**src/rtl/pes_ram.sv**
```systemverilog
// ----------------------------------------------------------------------------
// pes_ram: generic single-port-write, single-port-read RAM
// One write and one read per cycle; the read data is registered.
// ----------------------------------------------------------------------------
module pes_ram #(
   parameter int WIDTH = 32,
   parameter int DEPTH = 128
) (
   input  logic                     clock,
   input  logic                     wr_en,
   input  logic [$clog2(DEPTH)-1:0] wr_addr,
   input  logic [WIDTH-1:0]         wr_data,
   input  logic [$clog2(DEPTH)-1:0] rd_addr,
   output logic [WIDTH-1:0]         rd_data
);

   logic [WIDTH-1:0] mem_ff [DEPTH];
   logic [WIDTH-1:0] rd_data_ff;

   always_ff @(posedge clock) begin
      if (wr_en) begin
         mem_ff[wr_addr] <= wr_data;
      end
      rd_data_ff <= mem_ff[rd_addr];
   end

   assign rd_data = rd_data_ff;

endmodule

```
**config.mk**
```make
export PLATFORM = sky130hd
export DESIGN_NAME = pes_ram
export DESIGN_NICKNAME = d
export VERILOG_FILES = /design/src/rtl/pes_ram.sv
export SDC_FILE = /design/constraint.sdc
export NUM_CORES = 2
export LEC_CHECK = 0
export BUFFER_PORTS_ARGS = -buffer_cell sky130_fd_sc_hd__buf_2
export CORE_ASPECT_RATIO = 1.2
export CORE_MARGIN = 2
export CORE_UTILIZATION = 29
export CTS_CLUSTER_SIZE = 14
export DETAILED_ROUTE_END_ITERATION = 10
export GPL_TIMING_DRIVEN = 0
export PLACE_DENSITY_LB_ADDON = 0.08
export SLEW_MARGIN = 20
export SYNTH_ARGS = -nofsm -noshare
export SYNTH_HDL_FRONTEND = slang
export SYNTH_SLANG_ARGS = --single-unit
```
**constraint.sdc**
```tcl
create_clock -name clock -period 3.73 [get_ports clock]
set_input_delay 0.746 -clock clock [delete_from_list [all_inputs] [get_ports clock]]
set_output_delay 0.746 -clock clock [all_outputs]
set_load 0.02 [all_outputs]
```
==> impl_metrics.json <==
{
  "clk_pin_slew_ns": 0.06,
  "track_usage_pct": 19.06,
  "cp-start-kind": "primary input",
  "drive_above_1_share_pct": 37.17,
  "required_ns": 4.60,
  "ys_seq_area_share_pct": 79.12,
  "ys_types": 17,
  "fin_crit_sh_pct": 101.3,
  "dpl_cell_area_mm2": 0.1734,
  "drt-pass1-iter-count": 5,
  "grt_max_degree": 93,
  "grt-ovfl-total": 0,
  "cts_tree": "yes",
  "ys_seq_elements": 4128,
  "status": "finished, violations left",
  "maxCapViolCount": 0,
  "r2r-start": "mem_ff[117][16]",
  "io_buffers": 68,
  "synth_top_family_by_area": "multiplexers",
  "setup_violations": 2,
  "synth_edf_count": 4096,
  "holdPathEnd": "mem_ff[12][29]",
  "violations": "setup timing",
  "coreArea_mm2": 0.5374,
  "busiest_layer": "met2",
  "min_path_cells": 1,
  "clock_skew_ns": 0.04942,
  "grt_use_met3_pct": 2.807,
  "ctsHtreeMaxLevel": 5,
  "synth.largest_area_cell": "edfxtp_1",
  "wire_per_inst_um": 36.42,
  "syn_inst": 5990,
  "arrival_ns": 4.64,
  "synth_top_area_share_pct": 78.71,
  "final_antenna_net_count": 0,
  "max_stage_delay_ns": 0.66,
  "synthMuxAreaShare_pct": 19.60,
  "cts.sink_count": 4128,
  "antenna_found_initial": 70,
  "fmax_mhz": 264.7,
  "die_area_mm2": 0.5448,
  "grt_util_met2_pct": 34.14,
  "slew_violations": 0,
  "die_x_um": 674.1,
  "crit_slowest_cell": "mux4_2",
  "hold_viol": 0,
  "p_leak_nw": 56.99,
  "synth-main-ff-cell": "edfxtp_1",
  "cts_buffers": 445,
  "min_from": "wr_data[29]",
  "grt_pass1_vias": 74300,
  "path_max_fanout": 10,
  "wl_um": 523000,
  "finalWeightedCongestion": 0.7871,
  "dp.cells": 13482,
  "clk_latency_ns": 1.03,
  "cts_buffer_depth": 4,
  "grt_pass1_wl_um": 696100,
  "crit_family": "multiplexers",
  "rsz0062_at_grt": "false",
  "dpl.hpwl_um": 372500,
  "synthSimpleGateAreaFrac_pct": 0.4460,
  "met1_usage_pct": 24.14,
  "critPathKind": "primary input to flop",
  "row_count": 295,
  "timing.rr.end": "rd_data[16]",
  "die_y_um": 808.2,
  "synth_fp_nets": 6038,
  "rrSetupSlack_ns": 0.79,
  "area_growth_pct": 20.18,
  "p_per_area_mw_per_mm2": 536.6,
  "layoutNonFillerInstCount": 14359,
  "setup_ws_ns": -0.04815,
  "synth_xor_area_share_pct": 0,
  "netlist_area_mm2": 0.1563,
  "avgSynthCellArea_um2": 26.09,
  "cts_root_buf": "clkbuf_16",
  "cp_common_cell": "mux4_2",
  "nets": 6849,
  "pre_cts_ws_ns": -1.837,
  "yosysWarnings": 0,
  "start_util_pct": 29.08,
  "remaining_drc_errors": 0,
  "ir_drop_mv": 0.3489,
  "endpoint_kind": "flop",
  "stdcell_area_mm2": 0.1878,
  "synthAdderAreaFrac_pct": 0,
  "path_cells": "clkbuf_1, buf_4, buf_12, clkbuf_8, clkbuf_2, mux4_2, mux4_2, mux4_2, mux2_2",
  "synth_compound_area_share_pct": 0,
  "cp.buffers_inverters": 5,
  "max-slew-margin-rel_pct": 17.24,
  "io_pins": 80,
  "vias_per_cell": 4.912,
  "routed-via-count": 70538,
  "min_period_ns": 3.778,
  "drt_iter0_drc": 7557,
  "synthArstFlopShare_pct": 0,
  "post_synth_main_area_contributors": "edfxtp_1 79%, mux4_2 19%, clkbuf_1 0.44%",
  "hp-class": "primary input to flop",
  "ff2ff_path_depth": 4,
  "tightest_slew_ns": 1.241
}
## worst max path at each step
| stage | start | to | slack [ns] | cells past startpoint |
|---|---|---|---|---|
| 2_1_floorplan | wr_en | mem_ff[98][0] | -0.25 | 3 |
| 3_3_place_gp | wr_addr[3] | mem_ff[98][14] | -4.52 | 4 |
| 3_5_place_dp | rd_addr[2] | rd_data[18] | -1.84 | 10 |
| 4_1_cts | rd_addr[0] | rd_data[7] | -0.004 | 7 |
| 5_1_grt | rd_addr[2] | rd_data[3] | 0.003 | 9 |
| 6_report | rd_addr[2] | rd_data[25] | -0.05 | 9 |
## synthesized netlist by cell type, types with 7 or more instances
library cell,n
mux2_2,32
edfxtp_1,4096
mux4_2,1344
buf_2,79
nor2b_1,7
nand3_1,12
dfxtp_1,32
nor3_1,9
nor2_1,122
nand2_1,14
clkbuf_1,182
buf_1,50
## area by class of cell
cell class / count / area [um^2]
fillers: 49369 / 349600
plain buffers: 315 / 1630
well taps: 7128 / 8919
diodes: 56 / 140.1
clock buffers: 552 / 11710
flip-flops and latches: 4128 / 123600
clock inverters: 269 / 2376
repair buffers: 365 / 7079
multi-input cells: 1546 / 32330
## registers in the layout (all words and copies together) (netlist names)
register / count
rd_data: 32
mem_ff: 4096
## repair_timing
action,4_1_cts,5_1_grt
gates resized for setup,68,27
buffers inserted,0,0
endpoints found under the setup margin,32,30
endpoints found under the hold margin,16,0
hold buffers,1,0
## through the flow
| step | hold slack, ns | utilization (%) | total power [mW] | setup TNS, ns |
|---|---|---|---|---|
| 2_1_floorplan | 0.8449 | - | 54.82 | -23.28 |
| 3_3_place_gp | 1.140 | 30.81 | 58.39 | - |
| 3_5_place_dp | 1.076 | 32.26 | 58.64 | -230.45 |
| 4_1_cts | 0.02797 | 34.91 | 102.2 | -0.003742 |
| 5_1_grt | 0.07643 | 34.93 | 103.8 | 0 |
| 6_report | 0.1241 | 34.95 | 100.8 | -0.05151 |
## kinds of logic after synthesis
kind of cell | after synthesis
muxes | 1376
DFF | 4128
buffers and inverters | 316
and+or+nand+nor | 170
## per-layer routing
metal	wire length (um)	vias to the layer above
met5	38	-
met4	13570	6
met3	23720	564
met2	275600	1787
met1	210100	39978
li1	-	28203
## report_power, final
group          switching, mW  internal [mW]  total [mW]
sequential            0.0791           51.2        51.3
combinational           4.06           2.07        6.13
clock                   18.5           24.9        43.3
## placed cells by master, fill, tap and decap left out, types with 5 or more instances in the layout
master | synthesis | routed
clkinv_1 | 0 | 122
diode_2 | 0 | 56
buf_2 | 79 | 115
clkbuf_4 | 0 | 16
clkbuf_2 | 0 | 66
clkinvlp_4 | 0 | 10
clkbuf_1 | 182 | 206
edfxtp_1 | 4096 | 4096
clkbuf_16 | 0 | 451
nand2_1 | 14 | 14
nand3_1 | 12 | 10
buf_16 | 0 | 115
mux4_2 | 1344 | 1344
mux2_4 | 0 | 5
buf_1 | 50 | 10
nor2_4 | 0 | 119
bufinv_16 | 0 | 40
nor2b_1 | 7 | 7
clkinv_2 | 0 | 79
inv_6 | 0 | 5
buf_12 | 0 | 144
nor3_4 | 0 | 6
buf_6 | 2 | 25
buf_4 | 3 | 32
buf_8 | 0 | 33
clkbuf_8 | 0 | 6
dfxtp_1 | 32 | 32
clkdlybuf4s15_2 | 0 | 11
clkinv_8 | 0 | 9
mux2_2 | 32 | 27
No activity file was read; power rests on OpenSTA's default activity.
