$ cat config.mk
export PLATFORM = sky130hd
export DESIGN_NAME = pes_div
export DESIGN_NICKNAME = d
export VERILOG_FILES = /design/src/rtl/pes_pkg.sv /design/src/rtl/pes_div.sv
export SDC_FILE = /design/constraint.sdc
export NUM_CORES = 1
export LEC_CHECK = 0
export BUFFER_PORTS_ARGS = -buffer_cell sky130_fd_sc_hd__buf_2
export CAP_MARGIN = 5
export CORE_MARGIN = 2
export CORE_UTILIZATION = 45
export DETAILED_ROUTE_END_ITERATION = 12
export PLACE_DENSITY_LB_ADDON = 0.15
export SETUP_SLACK_MARGIN = 0.15
export SYNTH_ARGS = -nofsm -noshare
export SYNTH_HDL_FRONTEND = slang
export SYNTH_SLANG_ARGS = --single-unit
$ cat constraint.sdc
create_clock -name clock -period 4.2 [get_ports clock]
set_input_delay 0.84 -clock clock [delete_from_list [all_inputs] [get_ports clock]]
set_output_delay 0.84 -clock clock [all_outputs]
set_load 0.02 [all_outputs]
$ cat src/rtl/pes_pkg.sv
// ----------------------------------------------------------------------------
// pes_pkg: shared definitions for the prefix expression stack evaluator
// Sizes, character codes, status codes, sequencer states and the control
// structures that pass between the top level and the divider.
// ----------------------------------------------------------------------------
package pes_pkg;

   localparam int STACK_DEPTH = 128;
   localparam int ADDR_W      = $clog2(STACK_DEPTH);
   localparam int CNT_W       = $clog2(STACK_DEPTH + 1);
   localparam int DATA_W      = 32;
   localparam int SYM_W       = 8;
   localparam int STATUS_W    = 2;
   localparam int STEP_W      = $clog2(DATA_W);
   localparam int RSP_TDATA_W = ((DATA_W + STATUS_W + 7) / 8) * 8;

   // ASCII codes of the characters the block understands.
   localparam logic [SYM_W-1:0] SYM_DIGIT_LO = 8'd48;
   localparam logic [SYM_W-1:0] SYM_DIGIT_HI = 8'd57;
   localparam logic [SYM_W-1:0] SYM_ADD      = 8'h2B;
   localparam logic [SYM_W-1:0] SYM_SUB      = 8'h2D;
   localparam logic [SYM_W-1:0] SYM_MUL      = 8'h2A;
   localparam logic [SYM_W-1:0] SYM_DIV      = 8'h2F;
   localparam logic [SYM_W-1:0] SYM_REM      = 8'h25;

   typedef enum logic [STATUS_W-1:0] {
      ST_OK        = 2'd0,
      ST_OVERFLOW  = 2'd1,
      ST_UNDERFLOW = 2'd2,
      ST_DIVZERO   = 2'd3
   } pes_status_type;

   typedef enum logic [3:0] {
      S_IDLE,
      S_POP1,
      S_GET1,
      S_POP2,
      S_GET2,
      S_EXEC,
      S_DIV,
      S_PUSH,
      S_FINISH,
      S_TOP
   } pes_state_type;

   typedef struct packed {
      logic start;
      logic want_rem;
   } pes_div_ctrl_type;

   typedef struct packed {
      logic busy;
      logic done;
   } pes_div_stat_type;

   // Only the first error of an expression is kept.
   function automatic pes_status_type sticky_err(input pes_status_type cur,
                                                 input pes_status_type code);
      sticky_err = (cur == ST_OK) ? code : cur;
   endfunction

endpackage

$ cat src/rtl/pes_div.sv
// ----------------------------------------------------------------------------
// pes_div: iterative signed divider
// Restoring division on magnitudes, one quotient bit per cycle, with the
// signs applied afterwards so that quotient and remainder truncate toward
// zero. The most negative value divided by minus one wraps naturally.
// ----------------------------------------------------------------------------
module pes_div import pes_pkg::*; (
   input  logic                clock,
   input  logic                reset,
   input  pes_div_ctrl_type    ctrl,
   input  logic [DATA_W-1:0]   dividend,
   input  logic [DATA_W-1:0]   divisor,
   output pes_div_stat_type    stat,
   output logic [DATA_W-1:0]   result
);

   logic              busy_ff, busy_in;
   logic              done_ff, done_in;
   logic [STEP_W-1:0] step_ff, step_in;
   logic [DATA_W-1:0] q_ff, q_in;
   logic [DATA_W-1:0] r_ff, r_in;
   logic [DATA_W-1:0] b_ff, b_in;
   logic              neg_q_ff, neg_q_in;
   logic              neg_r_ff, neg_r_in;
   logic              rem_sel_ff, rem_sel_in;

   logic [DATA_W:0]   shifted;
   logic [DATA_W:0]   trial;
   logic              fits;
   logic [DATA_W-1:0] mag_a;
   logic [DATA_W-1:0] mag_b;
   logic [DATA_W-1:0] pick;

   assign mag_a   = dividend[DATA_W-1] ? (~dividend + 1'b1) : dividend;
   assign mag_b   = divisor[DATA_W-1]  ? (~divisor + 1'b1)  : divisor;
   assign shifted = {r_ff, q_ff[DATA_W-1]};
   assign trial   = shifted - {1'b0, b_ff};
   assign fits    = (shifted >= {1'b0, b_ff});

   always_comb begin
      busy_in    = busy_ff;
      done_in    = 1'b0;
      step_in    = step_ff;
      q_in       = q_ff;
      r_in       = r_ff;
      b_in       = b_ff;
      neg_q_in   = neg_q_ff;
      neg_r_in   = neg_r_ff;
      rem_sel_in = rem_sel_ff;
      if (ctrl.start) begin
         busy_in    = 1'b1;
         step_in    = '0;
         q_in       = mag_a;
         r_in       = '0;
         b_in       = mag_b;
         neg_q_in   = dividend[DATA_W-1] ^ divisor[DATA_W-1];
         neg_r_in   = dividend[DATA_W-1];
         rem_sel_in = ctrl.want_rem;
      end else if (busy_ff) begin
         q_in    = {q_ff[DATA_W-2:0], fits};
         r_in    = fits ? trial[DATA_W-1:0] : shifted[DATA_W-1:0];
         step_in = step_ff + 1'b1;
         if (step_ff == STEP_W'(DATA_W - 1)) begin
            busy_in = 1'b0;
            done_in = 1'b1;
         end
      end
   end

   always_ff @(posedge clock) begin
      if (reset) begin
         busy_ff <= 1'b0;
         done_ff <= 1'b0;
         step_ff <= '0;
      end else begin
         busy_ff <= busy_in;
         done_ff <= done_in;
         step_ff <= step_in;
      end
      q_ff       <= q_in;
      r_ff       <= r_in;
      b_ff       <= b_in;
      neg_q_ff   <= neg_q_in;
      neg_r_ff   <= neg_r_in;
      rem_sel_ff <= rem_sel_in;
   end

   always_comb begin
      if (rem_sel_ff) begin
         pick   = r_ff;
         result = neg_r_ff ? (~pick + 1'b1) : pick;
      end else begin
         pick   = q_ff;
         result = neg_q_ff ? (~pick + 1'b1) : pick;
      end
   end

   assign stat.busy = busy_ff;
   assign stat.done = done_ff;

endmodule

==> qor.csv, run 1 <==
metric,value,unit
cell leakage power,0.00390,µW
synthesized area,8570,µm²
Fin. Hold Viols,0,
critical path's slowest cell,or4_4,
Final ANT Viol Nets,0,
hold_buf cts,0,
largest net degree at the start of global routing,65,
CP max FO,6,
fill cell count,1821,
DPL Wire Length,16600,µm
status,completed,
number of max-cap violations,0,
Core Area,18700,µm²
CP Class,flip-flop to output port,
"flops & latches, synth",106,
RSZ-0062 raised after global routing,yes,
WP buf/inv,2,
GRT Total Usage,0.211,
Syn. warnings,0,
area grow syn2layout,15.1,%
DRT Pass-1 Iters,5,
# setup viols final,0,
root buf cell,clkbuf_16,
final period utilization,0.930,
die width,142,µm
# port buffers,101,
Crit. End Element,output port,
PD cells,356,nW/µm²
fmax,0.256,GHz
dominant synthesized flop cell,edfxtp_1,
maximum clock insertion buffer count,2,
final WL,21200,µm
# clock sinks,106,
number of enable flip-flop cells after synthesis,67,
CTS buffer count,9,
setup TNS,0,ns
crit start category,flip-flop,
via count,7590,
crit path time final,3.91,ns
Post-synth ARST share,0,
Final Util,0.528,
Initial Util,0.458,
GPL Wtd Cong,0.866,
H-tree levels,3,
clk_skew,0.0128,ns
Tot Pwr,3520,µW
row cnt,50,
Final Slew Violations,0,
CP max stage delay,0.46,ns
Post-Syn Nets,1137,
"Clk Latency, worst-skew pair",0.36,ns
mean post-synth cell area,8.32,µm²
Synth Instances,1030,
Worst EP required,3.36,ns
sequential share of the synthesized area,0.326,
layout cells sized above 1,0.168,
number of global-route vias before repair,7025,
Detailed Route Iter0 Violations,396,
Rel. slew slack,0.311,
critical-path cell list,"nor4_2, buf_4, nand4_1, or4_4, or3_4, or2_4, o41ai_2, xor2_1, a21oi_1, buf_2",
DRC viols,0,
Worst EP arrival,3.07,ns
diodes inserted,0,
die area,20200,µm²
worst hold path class,flip-flop to flip-flop,
drt wl/cell,15.5,µm
synth unique cells,58,
FF+latch area,2790,µm²
TritonCTS clock tree,yes,
Die H,142,µm
Vias/cell,5.56,
"CP delay by family, top",simple AND/OR/NAND/NOR gates,
clk slew on worst S/H paths,0.08,ns
I/O pins,102,
multi-input logic area,5520,µm²
Hold Slack,0.525,ns
first-pass GRT wire length,34500,µm
grt ovf,0,
Worst Max-Slew Pin Slew,1.03,ns
nets@finish,1232,
initial antenna violation count,0,
Peak VDD IR,0.188,mV
-- metrics by stage --
| stage | worst slack, ns | cell area [µm²] | std cells |
|---|---|---|---|
| after floorplan | 0.366 | 8570 | 1030 |
| after global placement | 0.233 | 9430 | 1345 |
| after detailed placement | 0.172 | 9430 | 1345 |
| after CTS | 0.124 | 9780 | 1361 |
| after global routing | 0.145 | 9870 | 1364 |
| final | 0.292 | 9870 | 1364 |
-- synth_stat cells, types with 6 or more instances --
cell | count | area (µm²)
or4_4 | 6 | 67.6
a31oi_1 | 9 | 56.3
o21ai_0 | 76 | 380
or3_1 | 14 | 87.6
nor3_1 | 14 | 70.1
xor2_1 | 59 | 517
a21o_1 | 7 | 52.6
nand3_1 | 19 | 95.1
nor4_1 | 8 | 50.1
o41ai_1 | 17 | 149
or2_2 | 10 | 62.6
o21a_1 | 6 | 45.0
nand4_1 | 10 | 62.6
mux2i_1 | 21 | 210
o211ai_1 | 8 | 60.1
o31ai_1 | 27 | 203
a21oi_1 | 84 | 420
o21bai_1 | 6 | 45.0
a211oi_1 | 25 | 188
dfxtp_1 | 39 | 781
ha_1 | 38 | 475
clkbuf_1 | 39 | 146
nand2_1 | 94 | 353
inv_1 | 54 | 203
edfxtp_1 | 67 | 2010
xnor2_1 | 85 | 744
nand2b_1 | 13 | 81.3
or4_1 | 16 | 120
buf_1 | 8 | 30.0
nor2_1 | 102 | 383
-- area by class of cell --
cell class,count,share of cell area
inverter,55,0.0209
tap,234,0.0297
timing repair buffer,133,0.0778
sequential,106,0.283
clock inverter,7,0.00697
multi-input combinational,820,0.559
clock buffer,9,0.0228
-- metal layers --
layer  share of wire  up-vias  GRT usage
li1                -     3901          -
met1            0.48     3562      0.288
met2            0.47      106      0.351
met3           0.029       21     0.0326
met4           0.014        0     0.0553
met5               0        -          0
-- cell families (layout without fill, tap and decap cells) --
logic type | after synthesis | after routing | synth area share
and+or+nand+nor | 325 | 325 | 0.183
AOI/OAI and AO/OA | 288 | 288 | 0.211
xor gates and xnor gates | 144 | 144 | 0.147
DFF | 106 | 106 | 0.326
buffers and inverters | 104 | 204 | 0.0464
adders and majority gates | 39 | 39 | 0.0578
muxes | 24 | 24 | 0.0285
-- flip-flops by register name, indices dropped and copies added, names as in the netlist --
register	flops
neg_q_ff	1
q_ff	32
done_ff	1
neg_r_ff	1
busy_ff	1
step_ff	5
b_ff	32
rem_sel_ff	1
r_ff	32
-- worst min-delay path: cells and delay by family (launching register included) --
kind          cells  cell delay (ns)
xor+xnor          1             0.07
flops             1             0.35
simple gates      1             0.07
-- path summary, 6_finish.rpt --
kind / end / cells after the start / slack, ns / startpoint
setup / recovery: result[29] / 10 / 0.29 / r_ff[2]
hold reg to reg: step_ff[3] / 2 / 0.52 / step_ff[3]
hold / removal: step_ff[3] / 2 / 0.52 / step_ff[3]
setup reg to reg: r_ff[6] / 12 / 0.70 / r_ff[2]
-- where the power goes --
group          switching (µW)  leakage (µW)  internal, µW
clock                     396      0.000133           461
sequential                114      0.000978          1230
combinational             771       0.00279           548
total                    1280       0.00390          2240
-- repair_timing --
item / in CTS / in global routing
setup buffers: 0 / 3
pin swaps: 0 / 2
resized for setup: 9 / 18
endpoints found under the setup margin: 8 / 8
-- placed cells by master, fill, tap and decap left out, types with 4 or more instances in the layout --
master	netlist	layout
a211oi_1	25	25
or2_2	10	8
o31ai_1	27	25
nand2_1	94	94
nor2_1	102	102
or3_1	14	12
inv_1	54	54
a21o_1	7	7
a21boi_0	4	4
o21bai_1	6	6
dfxtp_1	39	38
buf_4	2	35
nand3_1	19	19
nand2b_1	13	13
edfxtp_1	67	67
nor3_1	14	14
clkbuf_16	0	9
or4_4	6	10
o21a_1	6	6
nand4_1	10	10
mux2i_1	21	21
o211ai_1	8	8
buf_2	0	97
xnor2_1	85	85
a31oi_1	9	9
ha_1	38	37
o21ai_0	76	74
nor4_1	8	5
and3_1	4	4
or4_1	16	12
and2_1	5	5
o41ai_1	17	15
xor2_1	59	59
a21oi_1	84	83
Power figures use the tool's default switching activity.
==> run 2: changes to the inputs <==
Settings changed: CORE_UTILIZATION 45 to 40, RECOVER_POWER set to 50.
==> qor.csv, run 2 (synthesis gave the netlist of run 1 again) <==
metric,value,unit,change
status,"finished, violations left",,
failing checks,"max-capacitance violations, max-slew violations",,
row cnt,53,,+6.0%
DRT Pass-1 Iters,6,,+1
nets@finish,1237,,+0.41%
fmax,0.254,GHz,-0.67%
critical path's slowest cell,or4_4,,
Final Util,0.474,,-0.0542
Initial Util,0.408,,-0.0505
"Clk Latency, worst-skew pair",0.36,ns,about the same
die area,22600,µm²,+12%
crit path time final,3.93,ns,+0.0262 ns
largest net degree at the start of global routing,66,,+1.5%
diodes inserted,0,,unchanged
Reg2Reg Depth,12,,unchanged
beginning of the critical path,r_ff[5],,
DRC viols,0,,unchanged
most frequent cells in the layout,"nor2_1, nand2_1, buf_2",,
clk_skew,0.0111,ns,-0.00167 ns
area grow syn2layout,16.1,%,
layout cells sized above 1,0.167,,-0.000741
P_sw,1290,µW,+0.56%
root buf cell,clkbuf_16,,
Vias/cell,5.40,,-3.0%
initial antenna violation count,0,,unchanged
DPL Wire Length,17200,µm,+4.0%
maximum clock insertion buffer count,2,,unchanged
"commonest non-fill, non-tap cell in the layout",nor2_1,,
# port buffers,101,,unchanged
GRT Total Usage,0.200,,-0.0116
clk slew on worst S/H paths,0.07,ns,about the same
CP Depth,10,,unchanged
Worst EP arrival,3.09,ns,+0.02 ns
Final Slew Violations,37,,+37
TritonCTS clock tree,yes,,
Worst Hold Path Cells,2,,unchanged
crit start category,flip-flop,,
final WL,22100,µm,+4.4%
min-delay src,step_ff[3],,
Die H,150,µm,+5.9%
setup TNS,0,ns,unchanged
H-tree levels,3,,unchanged
# clock sinks,106,,unchanged
Clock power frac,0.232,,-0.011
CP max FO,5,,-1
cell leakage power,0.00391,µW,+0.38%
R2R Path Start,r_ff[2],,
# setup viols final,0,,unchanged
Sw Share,0.368,,+0.00382
Fin. Hold Viols,0,,unchanged
hold_buf cts,0,,unchanged
CP Class,flip-flop to output port,,
WP buf/inv,2,,unchanged
via count,7608,,+0.24%
final worst slack,0.266,ns,-0.0262 ns
Gate power share,0.385,,+0.010
Largest regs,"b_ff: 32 flops, q_ff: 32 flops, r_ff: 32 flops",,
grt ovf,0,,unchanged
RSZ-0062 raised after global routing,yes,,
Detailed Route Iter0 Violations,399,,+0.76%
Rel. slew slack,-0.171,,-0.483
Reg power frac,0.383,,about the same
CTS buffer count,9,,unchanged
Peak VDD IR,0.199,mV,+5.7%
"CP delay by family, top",simple AND/OR/NAND/NOR gates,,
number of max-cap violations,1,,+1
Worst Max-Slew Pin Slew,1.76,ns,+0.724 ns
Worst EP required,3.36,ns,about the same
Tot Pwr,3500,µW,-0.49%
cell mode on critical path,or4_4,,
worst hold path class,flip-flop to flip-flop,,
Hold Slack,0.516,ns,-0.00910 ns
final period utilization,0.937,,+0.00623
Setup WS pre-CTS,0.188,ns,+0.0159 ns
Crit. End Element,output port,,
drt wl/cell,15.7,µm,+0.96%
fill cell count,2129,,+17%
Final ANT Viol Nets,0,,unchanged
GPL Wtd Cong,0.878,,+1.4%
number of global-route vias before repair,7193,,+2.4%
Core Area,21000,µm²,+12%
P_int,2210,µW,-1.1%
first-pass GRT wire length,35900,µm,+3.9%
critical-path cell list,"nor4_4, buf_4, nand4_1, or4_4, or4_4, o21ai_1, xnor2_1, nand2_1, o21ai_0, buf_2",,
die width,150,µm,+5.9%
I/O pins,102,,unchanged
PD cells,352,nW/µm²,-1.3%
CP max stage delay,0.56,ns,+0.10 ns
run 2: changes by cell type in the layout (fill, tap and decap cells not counted), sizes merged:
cell,previous run,this run
inv,55,56
clkinvlp,3,0
clkbuf,9,20
bufinv,1,0
buf,133,130
run 2: power groups by stage:
stage | combinational (µW) | sequential, µW | clock [µW]
floorplan | 933 | 1330 | 0
global placement | 1320 | 1350 | 0
CTS | 1330 | 1340 | 838
global route | 1510 | 1360 | 870
finish | 1350 | 1340 | 814
detailed placement | 1320 | 1350 | 0
run 2: area by class of cell:
class                   count  area, µm²  area share
well taps                 275        344      0.0346
inverters                  55        206      0.0207
clock buffers              12        246      0.0248
repair buffers            138        802      0.0806
clock inverters             4       26.3     0.00264
multi-input cells         820       5540       0.556
flip-flops and latches    106       2800       0.281
run 2: per-layer routing:
layer  track usage  vias to the layer above  part of all wire
met2         0.332                       95              0.47
met4        0.0538                        0             0.016
met1         0.272                     3581              0.48
li1              -                     3911                 -
met5             0                        -                 0
met3        0.0279                       21             0.026
run 2: timing repair:
action,in CTS,in global routing
gates resized for setup,11,18
setup buffers,1,7
pin swaps,0,6
endpoints found under the setup margin,8,8
cloned,0,0
run 2: through the flow:
step                cells  instance area, µm²
finish               1410                9960
global route         1410                9960
CTS                  1403                9840
detailed placement   1386                9500
global placement     1386                9500
floorplan            1030                8570
run 2: worst paths after layout:
kind / to / slack (ns)
worst min register to register: step_ff[3] / 0.52
worst max register to register: r_ff[5] / 0.64
worst max-delay path: result[30] / 0.27
worst min-delay path: step_ff[3] / 0.52
run 2: worst register-to-register path, stage by stage (launching register included):
cell and delay [ns]:
dfxtp_1 0.34, buf_4 0.17, ha_1 0.37, o211ai_1 0.11, a21oi_1 0.22, o22ai_1 0.18
o2111ai_1 0.38, nand3_1 0.19, o311ai_4 0.63, buf_12 0.26, buf_12 0.18, mux2i_1 0.21
a211oi_1 0.11
==> run 3: changes to the inputs <==
Settings changed: CTS_BUF_LIST set to sky130_fd_sc_hd__clkbuf_8 sky130_fd_sc_hd__clkbuf_16.
==> qor.csv, run 3 (synthesis gave the netlist of run 1 again) <==
metric,value,unit,change
via count,7609,,+0.013%
CTS buffer count,9,,unchanged
row cnt,53,,unchanged
RSZ-0062 raised after global routing,yes,,
end of the worst hold path,step_ff[3],,
maximum clock insertion buffer count,2,,unchanged
# clock sinks,106,,unchanged
drt wl/cell,15.7,µm,about the same
Worst EP arrival,3.09,ns,about the same
gr busiest metal,met2,,
failing checks,"max-capacitance violations, max-slew violations",,
post-route cell area,9960,µm²,unchanged
number of global-route vias before repair,7193,,unchanged
nets@finish,1237,,unchanged
final std cells w/o fill,1410,,unchanged
crit start category,flip-flop,,
cell leakage power,0.00392,µW,+0.21%
# port buffers,101,,unchanged
TritonCTS clock tree,yes,,
final WL,22100,µm,about the same
Worst EP required,3.36,ns,about the same
Core Area,21000,µm²,unchanged
min-delay src,step_ff[3],,
initial antenna violation count,0,,unchanged
"reg-to-reg slack, setup",0.64,ns,about the same
worst hold path class,flip-flop to flip-flop,,
Tot Pwr,3500,µW,-0.13%
R2R Path Start,r_ff[2],,
"commonest non-fill, non-tap cell in the layout",nor2_1,,
met3 usage,0.0279,,unchanged
Peak VDD IR,0.199,mV,about the same
Initial Util,0.408,,unchanged
Largest regs,"b_ff: 32 flops, q_ff: 32 flops, r_ff: 32 flops",,
Critical R2R Capture,r_ff[5],,
Crit. End Element,output port,,
root buf cell,clkbuf_16,,
Worst Max-Slew Pin Slew,1.76,ns,+0.00113 ns
Fin. Hold Viols,0,,unchanged
area grow syn2layout,16.1,%,unchanged
DP Area,9500,µm²,unchanged
Reg2Reg Depth,12,,unchanged
crit path time final,3.93,ns,+0.000131 ns
M2 GR Usage,0.332,,unchanged
GRT Total Usage,0.200,,unchanged
most frequent cells in the layout,"nor2_1, nand2_1, buf_2",,
# setup viols final,0,,unchanged
DRC viols,0,,unchanged
CP Class,flip-flop to output port,,
H-tree levels,3,,unchanged
Die H,150,µm,unchanged
status,"finished, violations left",,
fill cell count,2129,,unchanged
I/O pins,102,,unchanged
Vias/cell,5.40,,about the same
final period utilization,0.937,,about the same
grt ovf,0,,unchanged
GPL Wtd Cong,0.878,,unchanged
Detailed Route Iter0 Violations,402,,+0.75%
# placed instances,1386,,unchanged
GR Util met1,0.272,,unchanged
CP max FO,5,,unchanged
first-pass GRT wire length,35900,µm,unchanged
Final Slew Violations,37,,unchanged
"Clk Latency, worst-skew pair",0.36,ns,about the same
clk_skew,0.0111,ns,-0.000000800 ns
die width,150,µm,unchanged
layout cells sized above 1,0.167,,unchanged
Final ANT Viol Nets,0,,unchanged
PD cells,351,nW/µm²,-0.13%
die area,22600,µm²,unchanged
clk slew on worst S/H paths,0.07,ns,about the same
DRT Pass-1 Iters,5,,-1
Worst Hold Path Cells,2,,unchanged
Rel. slew slack,-0.172,,-0.000752
number of max-cap violations,1,,unchanged
largest net degree at the start of global routing,66,,unchanged
diodes inserted,0,,unchanged
setup TNS,0,ns,unchanged
DPL Wire Length,17200,µm,unchanged
fmax,0.254,GHz,about the same
## run 3: cell count changes in the layout (fill, tap and decap cells not counted), sizes merged
| cell | before | now |
|---|---|---|
| clkbuf | 20 | 18 |
| inv | 56 | 58 |
## run 3: how the worst max path moves through the flow
stage,slack (ns),startpoint,cells after the start,endpoint
floorplan,0.37,r_ff[2],8,result[29]
global placement,0.23,divisor[9],9,b_ff[28]
detailed placement,0.19,divisor[9],9,b_ff[28]
CTS,0.15,r_ff[2],9,result[31]
global route,0.1,r_ff[5],10,result[28]
finish,0.27,r_ff[5],10,result[30]
## run 3: critical path, cell delays in order (launching register included)
cell and delay (ns):
dfxtp_2 0.34, nor4_4 0.36, buf_4 0.18, nand4_1 0.16, or4_4 0.56, or4_4 0.47
o21ai_1 0.18, xnor2_1 0.14, nand2_1 0.06, o21ai_0 0.09, buf_2 0.19
## run 3: cell type report
class                      count  area [µm²]  share of cell area
clock inverter                 6        33.8             0.00339
sequential                   106        2800               0.281
clock buffer                  10         239              0.0240
tap                          275         344              0.0346
multi-input combinational    820        5540               0.556
inverter                      55         206              0.0207
timing repair buffer         138         802              0.0806
## run 3: power breakdown
| group | leakage, µW | internal [µW] | switching (µW) |
|---|---|---|---|
| logic | 0.00280 | 563 | 785 |
| registers | 0.000978 | 1230 | 110 |
| clock network | 0.000146 | 416 | 394 |
| total | 0.00392 | 2210 | 1290 |
## run 3: metrics by stage
step                utilization  hold WS [ns]  worst slack (ns)
finish                    0.474         0.516             0.266
global route              0.474         0.538            0.0987
CTS                       0.468         0.521             0.146
detailed placement        0.452         0.499             0.188
global placement          0.452         0.486             0.232
floorplan                     -         0.467             0.366
## run 3: metal layers
layer | part of all wire | wire [µm]
met5 | 0 | 0
met4 | 0.016 | 350
met2 | 0.47 | 10500
met3 | 0.026 | 578
met1 | 0.48 | 10700
## run 3: timing repair
item                       CTS  global route
hold buffers                 0             0
resized for setup           11            18
setup endpoints to repair    8             8
buffers inserted             1             7
hold endpoints to repair     0             0
pin swaps                    0             6
